### src/sv/frpc_pkg.sv
package frpc_pkg;

  localparam logic [32:0] FLASH_BASE_ADDR = 33'd134217728;
  localparam int SECTOR_COUNT = 24;
  localparam int MASK_WIDTH = 24;

  localparam logic [1:0] STATUS_COMPLETE  = 2'd0;
  localparam logic [1:0] STATUS_BOUNDARY  = 2'd1;
  localparam logic [1:0] STATUS_PROTECTED = 2'd2;

  localparam logic [2:0] REG_FLASH_SIZE_KB     = 3'd0;
  localparam logic [2:0] REG_SMALL_SECTOR_LOG2 = 3'd1;
  localparam logic [2:0] REG_DUAL_BANK         = 3'd2;
  localparam logic [2:0] REG_BANK_GAP          = 3'd3;
  localparam logic [2:0] REG_WRITABLE_MASK     = 3'd4;

  localparam logic [4:0] GAP_FIRST_SECTOR = 5'd8;
  localparam logic [4:0] GAP_LAST_SECTOR  = 5'd11;

  typedef struct packed {
    logic [31:0] start_address;
    logic [21:0] byte_count;
  } in_t;

  typedef struct packed {
    logic [1:0] status;
    logic [4:0] first_sector;
    logic [4:0] last_sector;
  } out_t;

  typedef struct packed {
    logic [11:0]           flash_size_kb;
    logic [3:0]            small_sector_log2;
    logic                  dual_bank;
    logic                  bank_gap;
    logic [MASK_WIDTH-1:0] writable_mask;
  } cfg_t;

endpackage

### src/sv/frpc_cfg.sv
module frpc_cfg import frpc_pkg::*; (
  input  logic        clk,
  input  logic        rst_n,
  input  logic        cfg_we,
  input  logic [2:0]  cfg_index,
  input  logic [23:0] cfg_wdata,
  output cfg_t        cfg
);

  cfg_t cfg_r;
  cfg_t cfg_nxt;

  always_comb begin
    cfg_nxt = cfg_r;
    if (cfg_we) begin
      case (cfg_index)
        REG_FLASH_SIZE_KB:     cfg_nxt.flash_size_kb = cfg_wdata[11:0];
        REG_SMALL_SECTOR_LOG2: cfg_nxt.small_sector_log2 = cfg_wdata[3:0];
        REG_DUAL_BANK:         cfg_nxt.dual_bank = cfg_wdata[0];
        REG_BANK_GAP:          cfg_nxt.bank_gap = cfg_wdata[0];
        REG_WRITABLE_MASK:     cfg_nxt.writable_mask = cfg_wdata[MASK_WIDTH-1:0];
        default: ;
      endcase
    end
  end

  always_ff @(posedge clk) begin
    if (!rst_n) begin
      cfg_r.flash_size_kb     <= 12'd1024;
      cfg_r.small_sector_log2 <= 4'd14;
      cfg_r.dual_bank         <= 1'b0;
      cfg_r.bank_gap          <= 1'b0;
      cfg_r.writable_mask     <= '1;
    end else begin
      cfg_r <= cfg_nxt;
    end
  end

  assign cfg = cfg_r;

endmodule

### src/sv/frpc_map.sv
module frpc_map import frpc_pkg::*; (
  input  logic [31:0] off,
  input  cfg_t        cfg,
  output logic [4:0]  sector
);

  always_comb begin
    logic [31:0] q1;
    logic [31:0] q8;
    logic [31:0] kq;
    logic [31:0] rq1;
    logic [31:0] rq8;
    q1  = off >> cfg.small_sector_log2;
    q8  = q1 >> 3;
    kq  = cfg.bank_gap ? 32'd32 : 32'd64;
    rq1 = q1 - kq;
    rq8 = q8 - (kq >> 3);
    if (q1 < 32'd4) begin
      sector = q1[4:0];
    end else if (q1 < 32'd8) begin
      sector = 5'd4;
    end else if (cfg.dual_bank) begin
      if (q1 < kq) begin
        sector = q8[4:0] + 5'd4;
      end else if (rq1 < 32'd4) begin
        sector = rq1[4:0] + 5'd12;
      end else if (rq1 < 32'd8) begin
        sector = 5'd16;
      end else if (rq8 > 32'd15) begin
        sector = 5'd31;
      end else begin
        sector = rq8[4:0] + 5'd16;
      end
    end else if (q8 > 32'd27) begin
      sector = 5'd31;
    end else begin
      sector = q8[4:0] + 5'd4;
    end
  end

endmodule

### src/sv/flash_region_protect_check.sv
// Steps: the start transfer loads the request; a zero count or a boundary error goes straight
// to the result; otherwise the first and last sectors are mapped and the sectors are scanned.
// One request at a time; busy stays high until the result cycle ends, so the next start is
// taken only once the block is back in idle.
// Synchronous active-low reset returns to idle and loads the register defaults.
// out_valid is a one-cycle strobe; the receiver cannot stall it.
module flash_region_protect_check import frpc_pkg::*; (
  input  logic        clk,
  input  logic        rst_n,
  input  logic        start,
  output logic        busy,
  input  in_t         in_data,
  output logic        out_valid,
  output out_t        out_data,
  input  logic        cfg_we,
  input  logic [2:0]  cfg_index,
  input  logic [23:0] cfg_wdata
);

  typedef enum logic [5:0] {
    S_IDLE  = 6'b000001,
    S_BOUND = 6'b000010,
    S_MAPF  = 6'b000100,
    S_MAPL  = 6'b001000,
    S_SCAN  = 6'b010000,
    S_DONE  = 6'b100000
  } state_t;

  cfg_t        cfg;
  state_t      state_r, state_nxt;
  logic [31:0] addr_r, addr_nxt;
  logic [21:0] len_r, len_nxt;
  logic [31:0] off_r, off_nxt;
  logic [4:0]  first_r, first_nxt;
  logic [4:0]  last_r, last_nxt;
  logic [4:0]  idx_r, idx_nxt;
  logic [1:0]  status_r, status_nxt;
  logic [4:0]  sector;
  logic [32:0] end_addr;
  logic [32:0] top_addr;
  logic [31:0] avail;
  logic        in_gap;

  frpc_cfg u_cfg (
    .clk       (clk),
    .rst_n     (rst_n),
    .cfg_we    (cfg_we),
    .cfg_index (cfg_index),
    .cfg_wdata (cfg_wdata),
    .cfg       (cfg)
  );

  frpc_map u_map (
    .off    (off_r),
    .cfg    (cfg),
    .sector (sector)
  );

  assign end_addr = FLASH_BASE_ADDR + {11'd0, cfg.flash_size_kb, 10'd0};
  assign top_addr = {1'b0, addr_r} + {11'd0, len_r};

  always_comb begin
    for (int j = 0; j < 32; j++) begin
      if (j < SECTOR_COUNT && j < MASK_WIDTH) begin
        avail[j] = cfg.writable_mask[j];
      end else begin
        avail[j] = 1'b0;
      end
    end
  end

  assign in_gap = cfg.bank_gap && (idx_r inside {[GAP_FIRST_SECTOR:GAP_LAST_SECTOR]});

  always_comb begin
    state_nxt  = state_r;
    addr_nxt   = addr_r;
    len_nxt    = len_r;
    off_nxt    = off_r;
    first_nxt  = first_r;
    last_nxt   = last_r;
    idx_nxt    = idx_r;
    status_nxt = status_r;
    case (state_r)
      S_IDLE: begin
        if (start) begin
          addr_nxt  = in_data.start_address;
          len_nxt   = in_data.byte_count;
          state_nxt = S_BOUND;
        end
      end
      S_BOUND: begin
        first_nxt  = 5'd0;
        last_nxt   = 5'd0;
        status_nxt = STATUS_COMPLETE;
        off_nxt    = addr_r - FLASH_BASE_ADDR[31:0];
        if (len_r == 22'd0) begin
          state_nxt = S_DONE;
        end else if ({1'b0, addr_r} < FLASH_BASE_ADDR || top_addr > end_addr) begin
          status_nxt = STATUS_BOUNDARY;
          state_nxt  = S_DONE;
        end else begin
          state_nxt = S_MAPF;
        end
      end
      S_MAPF: begin
        first_nxt = sector;
        idx_nxt   = sector;
        off_nxt   = off_r + {10'd0, len_r} - 32'd1;
        state_nxt = S_MAPL;
      end
      S_MAPL: begin
        last_nxt  = sector;
        state_nxt = S_SCAN;
      end
      S_SCAN: begin
        if (idx_r > last_r) begin
          state_nxt = S_DONE;
        end else if (!in_gap && !avail[idx_r]) begin
          status_nxt = STATUS_PROTECTED;
          state_nxt  = S_DONE;
        end else if (idx_r == last_r) begin
          state_nxt = S_DONE;
        end else begin
          idx_nxt = idx_r + 5'd1;
        end
      end
      S_DONE: begin
        state_nxt = S_IDLE;
      end
      default: begin
        state_nxt = S_IDLE;
      end
    endcase
  end

  always_ff @(posedge clk) begin
    if (!rst_n) begin
      state_r <= S_IDLE;
    end else begin
      state_r <= state_nxt;
    end
  end

  always_ff @(posedge clk) begin
    addr_r   <= addr_nxt;
    len_r    <= len_nxt;
    off_r    <= off_nxt;
    first_r  <= first_nxt;
    last_r   <= last_nxt;
    idx_r    <= idx_nxt;
    status_r <= status_nxt;
  end

  assign busy                  = (state_r != S_IDLE);
  assign out_valid             = (state_r == S_DONE);
  assign out_data.status       = status_r;
  assign out_data.first_sector = first_r;
  assign out_data.last_sector  = last_r;

endmodule

### config.mk
export PLATFORM = sky130hd
export DESIGN_NAME = flash_region_protect_check
export DESIGN_NICKNAME = d
export VERILOG_FILES = /design/src/sv/frpc_pkg.sv /design/src/sv/frpc_cfg.sv /design/src/sv/frpc_map.sv /design/src/sv/flash_region_protect_check.sv
export SDC_FILE = /design/constraint.sdc
export NUM_CORES = 1
export LEC_CHECK = 0
export BUFFER_PORTS_ARGS = -buffer_cell sky130_fd_sc_hd__buf_4
export CORE_UTILIZATION = 50
export CTS_BUF_LIST = sky130_fd_sc_hd__clkbuf_4 sky130_fd_sc_hd__clkbuf_8
export CTS_CLUSTER_SIZE = 16
export DETAILED_ROUTE_END_ITERATION = 10
export PLACE_DENSITY = 0.65
export SLEW_MARGIN = 10
export SYNTH_ARGS = -nofsm -noshare
export SYNTH_HDL_FRONTEND = slang
export SYNTH_SLANG_ARGS = --single-unit
export TNS_END_PERCENT = 5
### constraint.sdc
create_clock -name clk -period 5.3 [get_ports clk]
set_input_delay 0 -clock clk [delete_from_list [all_inputs] [get_ports clk]]
set_output_delay 0 -clock clk [all_outputs]
set_load 0.05 [all_outputs]
---- Word level (Yosys, flattened, before mapping) ----
Index checks and enable logic that the tools add are counted.
storage, ports and cells
  register bits after elaboration ......... 151
  bits of input ports ..................... 85
  output and inout bits ................... 14
  word-level logic and storage cells ...... 107
cells by class
  $add $sub $neg .......................... 11
  magnitude comparators ................... 13
  equality and inequality tests ........... 18
  shift-type cells ........................ 1
  mux-type cells .......................... 30
  reductions and logical operators ........ 21
operator list
  operator                number
  $lt 32x3->1 const B     2
  $lt 32x4->1 const B     2
  $pmux 32 s2             1
  $mux 5                  11
  $mux 6                  6
  $add 32x22->33          1
  $gt 33x29->1            1
  $add 32x22->32          1
  $gt 32x4->1 const B     1
  $lt 32x28->1 const B    1
  $lt 32x32->1            1
  $shr 32x4->32           1
  $sub 32x1->32 const B   1
  $sub 32x28->32 const B  1
  $sub 32x32->32          1
  $pmux 5 s2              3
  $pmux 6 s5              1
  $sub 29x29->30          1
  $add 28x22->29 const A  1
  $gt 29x5->1 const B     1
  $logic_not 22->1        1
  $reduce_and 2->1        7
  $ne 2x2->1 const B      5
  $reduce_bool 2->1       4
  31 further kinds        38

---- Longest topological paths before layout ----
  depth in word-level cells ............... 11
  mapped depth ............................ 22
  mapped depth without buffers ............ 22

---- By module ----
Synthesis repeated with hierarchy kept, for this count alone.
second synthesis, totals
  cells, all modules ...................... 1,358
  area total of the unflattened synthesis .. 12,831.1 µm²
by module, submodules not included
  module                      times used  cells each  area each (µm²)  sequential area each (µm²)
  flash_region_protect_check  1           847         8,187.9          3,213.1
  frpc_map                    1           331         2,768.9          0.0
  frpc_cfg                    1           180         1,874.3          840.8

---- Worst setup path after synthesis ----
Ideal clock, no wire load.
  path kind ............................... register -> register
  from .................................... register u_cfg.cfg_r, in the netlist u_cfg.cfg[27]
  to ...................................... register idx_r[0] (data pin)
  arrival ................................. 4.486 ns
  data required time ...................... 5.029 ns
  setup slack ............................. 0.543 ns
  cell stages (with the launch flop) ...... 18
  clock period less this slack ............ 4.757 ns
  cells stage by stage .................... dfxtp_1 > buf_2 > buf_4 > buf_4 > buf_2 > mux2i_1 > mux4_2 > a21oi_1 > ha_1 > a21o_1 > nor2_1 > o21ai_0 > or4_1 > nand4_1 > nand4_2 > or3_1 > a221oi_2 > a21oi_1
between the ends
  cells in the longest elaborated chain, start to end .. 11
  elaborated cells on any way between the ends .. 22
  those cells by class .................... add/sub: 5; order compare: 7; shift: 1; mux: 9
RTL lines
  what                                        RTL line                           text
  from (decl)                                 frpc_cfg.sv:10                     cfg_t cfg_r;
  from (signal assigned)                      frpc_cfg.sv:35                     cfg_r <= cfg_nxt;
  $shr 32x4->32 (*)                           frpc_map.sv:13                     q1 = off >> cfg.small_sector_log2;
  $sub 29x29->30                              frpc_map.sv:17                     rq8 = q8 - (kq >> 3);
  $gt 32x4->1 or $add 5x5->5 (tied branches)  frpc_map.sv:29, frpc_map.sv:32
  $mux 5                                      frpc_map.sv:29                     end else if (rq8 > 32'd15) begin
  $mux 5                                      frpc_map.sv:27                     end else if (rq1 < 32'd8) begin
  $mux 5                                      frpc_map.sv:25                     end else if (rq1 < 32'd4) begin
  $mux 5                                      frpc_map.sv:23                     if (q1 < kq) begin
  $mux 5                                      frpc_map.sv:22                     end else if (cfg.dual_bank) begin
  $mux 5                                      frpc_map.sv:20                     end else if (q1 < 32'd8) begin
  $mux 5 (*)                                  frpc_map.sv:18                     if (q1 < 32'd4) begin
  $pmux 5 s2 (*)                              flash_region_protect_check.sv:83   case (state_r)
  named net idx_nxt[0]                        flash_region_protect_check.sv:36   logic [4:0] idx_r, idx_nxt;
  to (signal assigned)                        flash_region_protect_check.sv:150  idx_r <= idx_nxt;
  to (decl)                                   flash_region_protect_check.sv:36
The timed path passes the listed nets; every way through them passes the cells marked *.
A chain may end at the register's enable or synchronous reset.

---- Final worst setup path ----
  from .................................... register len_r[1]
  to ...................................... register state_r[2]
between the ends
  cells in the longest elaborated chain, start to end .. 6
  elaborated cells on any way between the ends .. 7
  those cells by class .................... add/sub: 1; order compare: 1; mux: 3; reduce/logical: 2
RTL lines
  what                    RTL line                           text
  from (decl)             flash_region_protect_check.sv:32   logic [21:0] len_r, len_nxt;
  from (signal assigned)  flash_region_protect_check.sv:146  len_r <= len_nxt;
  $add 32x22->33          flash_region_protect_check.sv:60   assign top_addr = {1'b0, addr_r} + {11'd0, len_r};
  $gt 33x29->1            flash_region_protect_check.sv:98   end else if ({1'b0, addr_r} < FLASH_BASE_ADDR || top_addr > end_addr) begin
  $logic_or 1x1->1        flash_region_protect_check.sv:98
  $mux 6                  flash_region_protect_check.sv:98
  $mux 6 (*)              flash_region_protect_check.sv:96   if (len_r == 22'd0) begin
  $pmux 6 s5 (*)          flash_region_protect_check.sv:83
  to (signal assigned)    flash_region_protect_check.sv:140  state_r <= state_nxt;
  to (decl)               flash_region_protect_check.sv:30   state_t state_r, state_nxt;
Every way passes the cells marked *; elsewhere a longest branch is shown, timed or not.

==> results.yml <==
floorplan:
  start_util: 0.5121
  die_w_um: 154.7
  die_area_mm2: 0.02394
  coreArea_mm2: 0.02278
  die_height_um: 154.7
  rows: 55
  io-pin-count: 99
power:
  ir_drop_v: 0.0001472
  powerDensity_mw_per_mm2: 221.7
  cellLeakagePower_nw: 6.263
  power_mw: 3.146
sta:
  slew_headroom: 0.4318
  hold_ws_ps: 241.0
  rsz0062_at_grt: "no"
  period_share: 0.9524
  finalClockSkew_ps: 15.42
  worst_slew_pin_slew_ps: 844.5
  finalHoldViolations: 0
  drv_slew: 0
  finalWorstSetupSlack_ps: 252.5
  min_period_ps: 5047
  clock.fmax_ghz: 0.1981
  finalSetupTns_ps: 0
  finalSetupViolations: 0
synth:
  synthArstFlopShare: 0
  yosysWarnings: 0
  synth_edf_count: 103
  synth_cells: 1290
  yosys-top-cells-count: "nand2_1 (172), inv_1 (152), edfxtp_1 (103), ha_1 (100), o21ai_0 (81)"
  yosys-top-cells-area: "edfxtp_1 (27%), ha_1 (11%), dfxtp_1 (8.2%)"
  syn_area_per_cell_um2: 9.042
  ys_seq_elements: 151
  synth_ff_type: "edfxtp_1"
  synth.distinct_cells: 80
  yosysSeqAreaShare: 0.3476
  synth_top_area_share: 0.2652
  synth.cell_area_mm2: 0.01166
  syn-num-nets: 1478
  synth_top_area_cell: "edfxtp_1"
  yosysMostFrequentCell: "nand2_1"
worst_setup_path:
  worst-path-max-fanout: 3
  crit_chain: "ha_1 > a21o_1 > a21oi_1 > o311ai_0 > o311ai_0 > a21oi_1 > or2_2 > xor2_1 > ha_1 > and4b_1 > nand4_1 > nor4_1 > nand4_1 > o22ai_1 > a31oi_1 > or4b_2 > nor2_1"
  r2r_slack_ps: 250
  worstSetupPathType: "reg -> reg"
  crit_required_ps: 5710
  critPathTopFamily: "simple AND/OR/NAND/NOR gates"
  critPathLaunchType: "flip-flop"
  cpPeakStageDelay_ps: 690
  crit_buf_inv: 0
  cp_slowest_cell: "or4b_2"
  endpoint_kind: "flip-flop"
  crit_arrival_ps: 5460
  worstSetupStartpoint: "len_r[1]$_DFFE_PP_"
  r2r-start: "len_r[1]$_DFFE_PP_"
drt:
  wl_mm: 31.14
  vias: 10234
  wire_per_inst_um: 17.23
  drt-initial-drc-count: 628
  via_per_inst: 5.664
  drc: 0
  dr.pass1.iters: 5
  ant_nets: 0
cts:
  h-tree-depth: 4
  root_buffer: "clkbuf_8"
  tritoncts: "done"
  cts_buffer_depth: 2
  clock-sinks: 151
  path_clk_slew_ps: 90
  clock_latency_ps: 470
  cts_setup_buffers: 0
  cts-buffers-inserted: 17
finish:
  drive_above_1_share: 0.1346
  nets: 1668
  area_delta_synth_final_pct: 21.69
place:
  hpwl_mm: 22.91
  io_buffers: 98
  globalplace.congestion: 0.9179
  pre_cts_ws_ps: 355.7
grt:
  grt_max_degree: 72
  antenna_found_initial: 1
  grt_pass1_vias: 9982
  grtUsageTotal: 0.2675
  grt_pass1_wl_mm: 50.49
  grt_overflow: 0
job:
  drv_cap: 0
worst_hold_path:
  hold_path_startpoint: "in_data[51]"
  min_path_type: "in -> reg"
status:
  status: "finished clean"
## metrics by stage
stage               instances    util  instance area [um^2]
finish                   1807  0.6231                 14190
global route             1806  0.6230                 14190
CTS                      1806  0.6226                 14180
detailed placement       1666  0.5577                 12700
global placement         1666  0.5577                 12700
floorplan                1290       -                 11660
## cells by family after synthesis
group,after synthesis,share of synthesized area
fa+ha+maj,103,0.1124
compound gates,303,0.1678
xor+xnor,53,0.03980
buf+inv,200,0.06565
flops,151,0.3476
simple gates,402,0.1639
mux,78,0.1029
## final timing paths
| check | to | depth (start not counted) |
|---|---|---|
| worst max-delay path | state_r[2]$_SDFFE_PN0P_ | 17 |
| worst min-delay path | addr_r[29]$_DFFE_PP_ | 2 |
| worst max register to register | state_r[2]$_SDFFE_PN0P_ | 17 |
| worst min register to register | u_cfg.cfg[32]$_SDFFE_PN0P_ | 2 |
## sequential cells by signal, indices dropped and copies added (netlist names)
signal and flops:
addr_r 32, first_r 5, idx_r 5, last_r 5
len_r 22, off_r 32, state_r 6, status_r 2
u_cfg.cfg 42
## cell usage in the layout, fill, tap and decap left out, types with 6 or more instances in the layout
cell type	netlist	routed
a21boi_0	11	11
a21o_1	38	38
a21oi_1	68	68
a31oi_1	14	14
and2_1	6	6
buf_4	2	111
clkbuf_8	0	17
dfxtp_1	48	46
dlygate4sd3_1	0	108
edfxtp_1	103	103
ha_1	100	100
inv_1	152	152
inv_6	0	6
mux2i_1	40	40
mux4_2	30	30
nand2_1	172	172
nand2b_1	16	16
nand3_1	43	43
nand3b_1	6	6
nand4_1	14	14
nor2_1	66	65
nor2b_1	13	13
nor3_1	14	14
nor4_1	12	12
o211ai_1	6	6
o21a_1	10	10
o21ai_0	81	81
o21bai_1	10	10
o22ai_1	6	6
o31ai_1	7	6
or3_1	10	10
xnor2_1	27	27
xor2_1	26	26
## report_power, final
group	total (mW)	switching (mW)	leakage (nW)	internal, mW
sequential	1.38	0.0547	1.33	1.32
combinational	0.856	0.455	4.73	0.401
clock	0.911	0.522	0.198	0.389
total	3.15	1.03	6.26	2.11
## routing by layer
metal  GRT usage  share of wire  vias to the layer above  wire length, um
met5           0              0                        -                0
met4     0.07355          0.017                        0              538
met3     0.03558          0.043                       41             1342
met2      0.4671           0.49                      298            15100
met1      0.3471           0.45                     4870            14150
li1            -              -                     5025                -
## repair_timing
item | CTS | global route
setup endpoints to repair | 0 | 1
gates resized for setup | 0 | 2
hold buffers | 108 | 0
endpoints found under the hold margin | 106 | 0
## final cells by class
type / instances / area [um^2]
diodes: 1 / 2.502
clock buffers: 17 / 234.0
clock inverters: 15 / 162.7
fillers: 1945 / 8584
inverters: 152 / 570.5
multi-input cells: 939 / 6862
flip-flops and latches: 151 / 4056
well taps: 313 / 391.6
repair buffers: 219 / 1914
## worst reg2reg max path: stages (launching register included)
cell and delay (ps):
edfxtp_1 470, ha_1 310, a21o_1 150, a21oi_1 220
o311ai_0 300, o311ai_0 640, a21oi_1 190, or2_2 350
xor2_1 170, ha_1 310, and4b_1 180, nand4_1 110
nor4_1 290, nand4_1 160, o22ai_1 200, a31oi_1 150
or4b_2 690, nor2_1 120
Power figures use the tool's default switching activity.
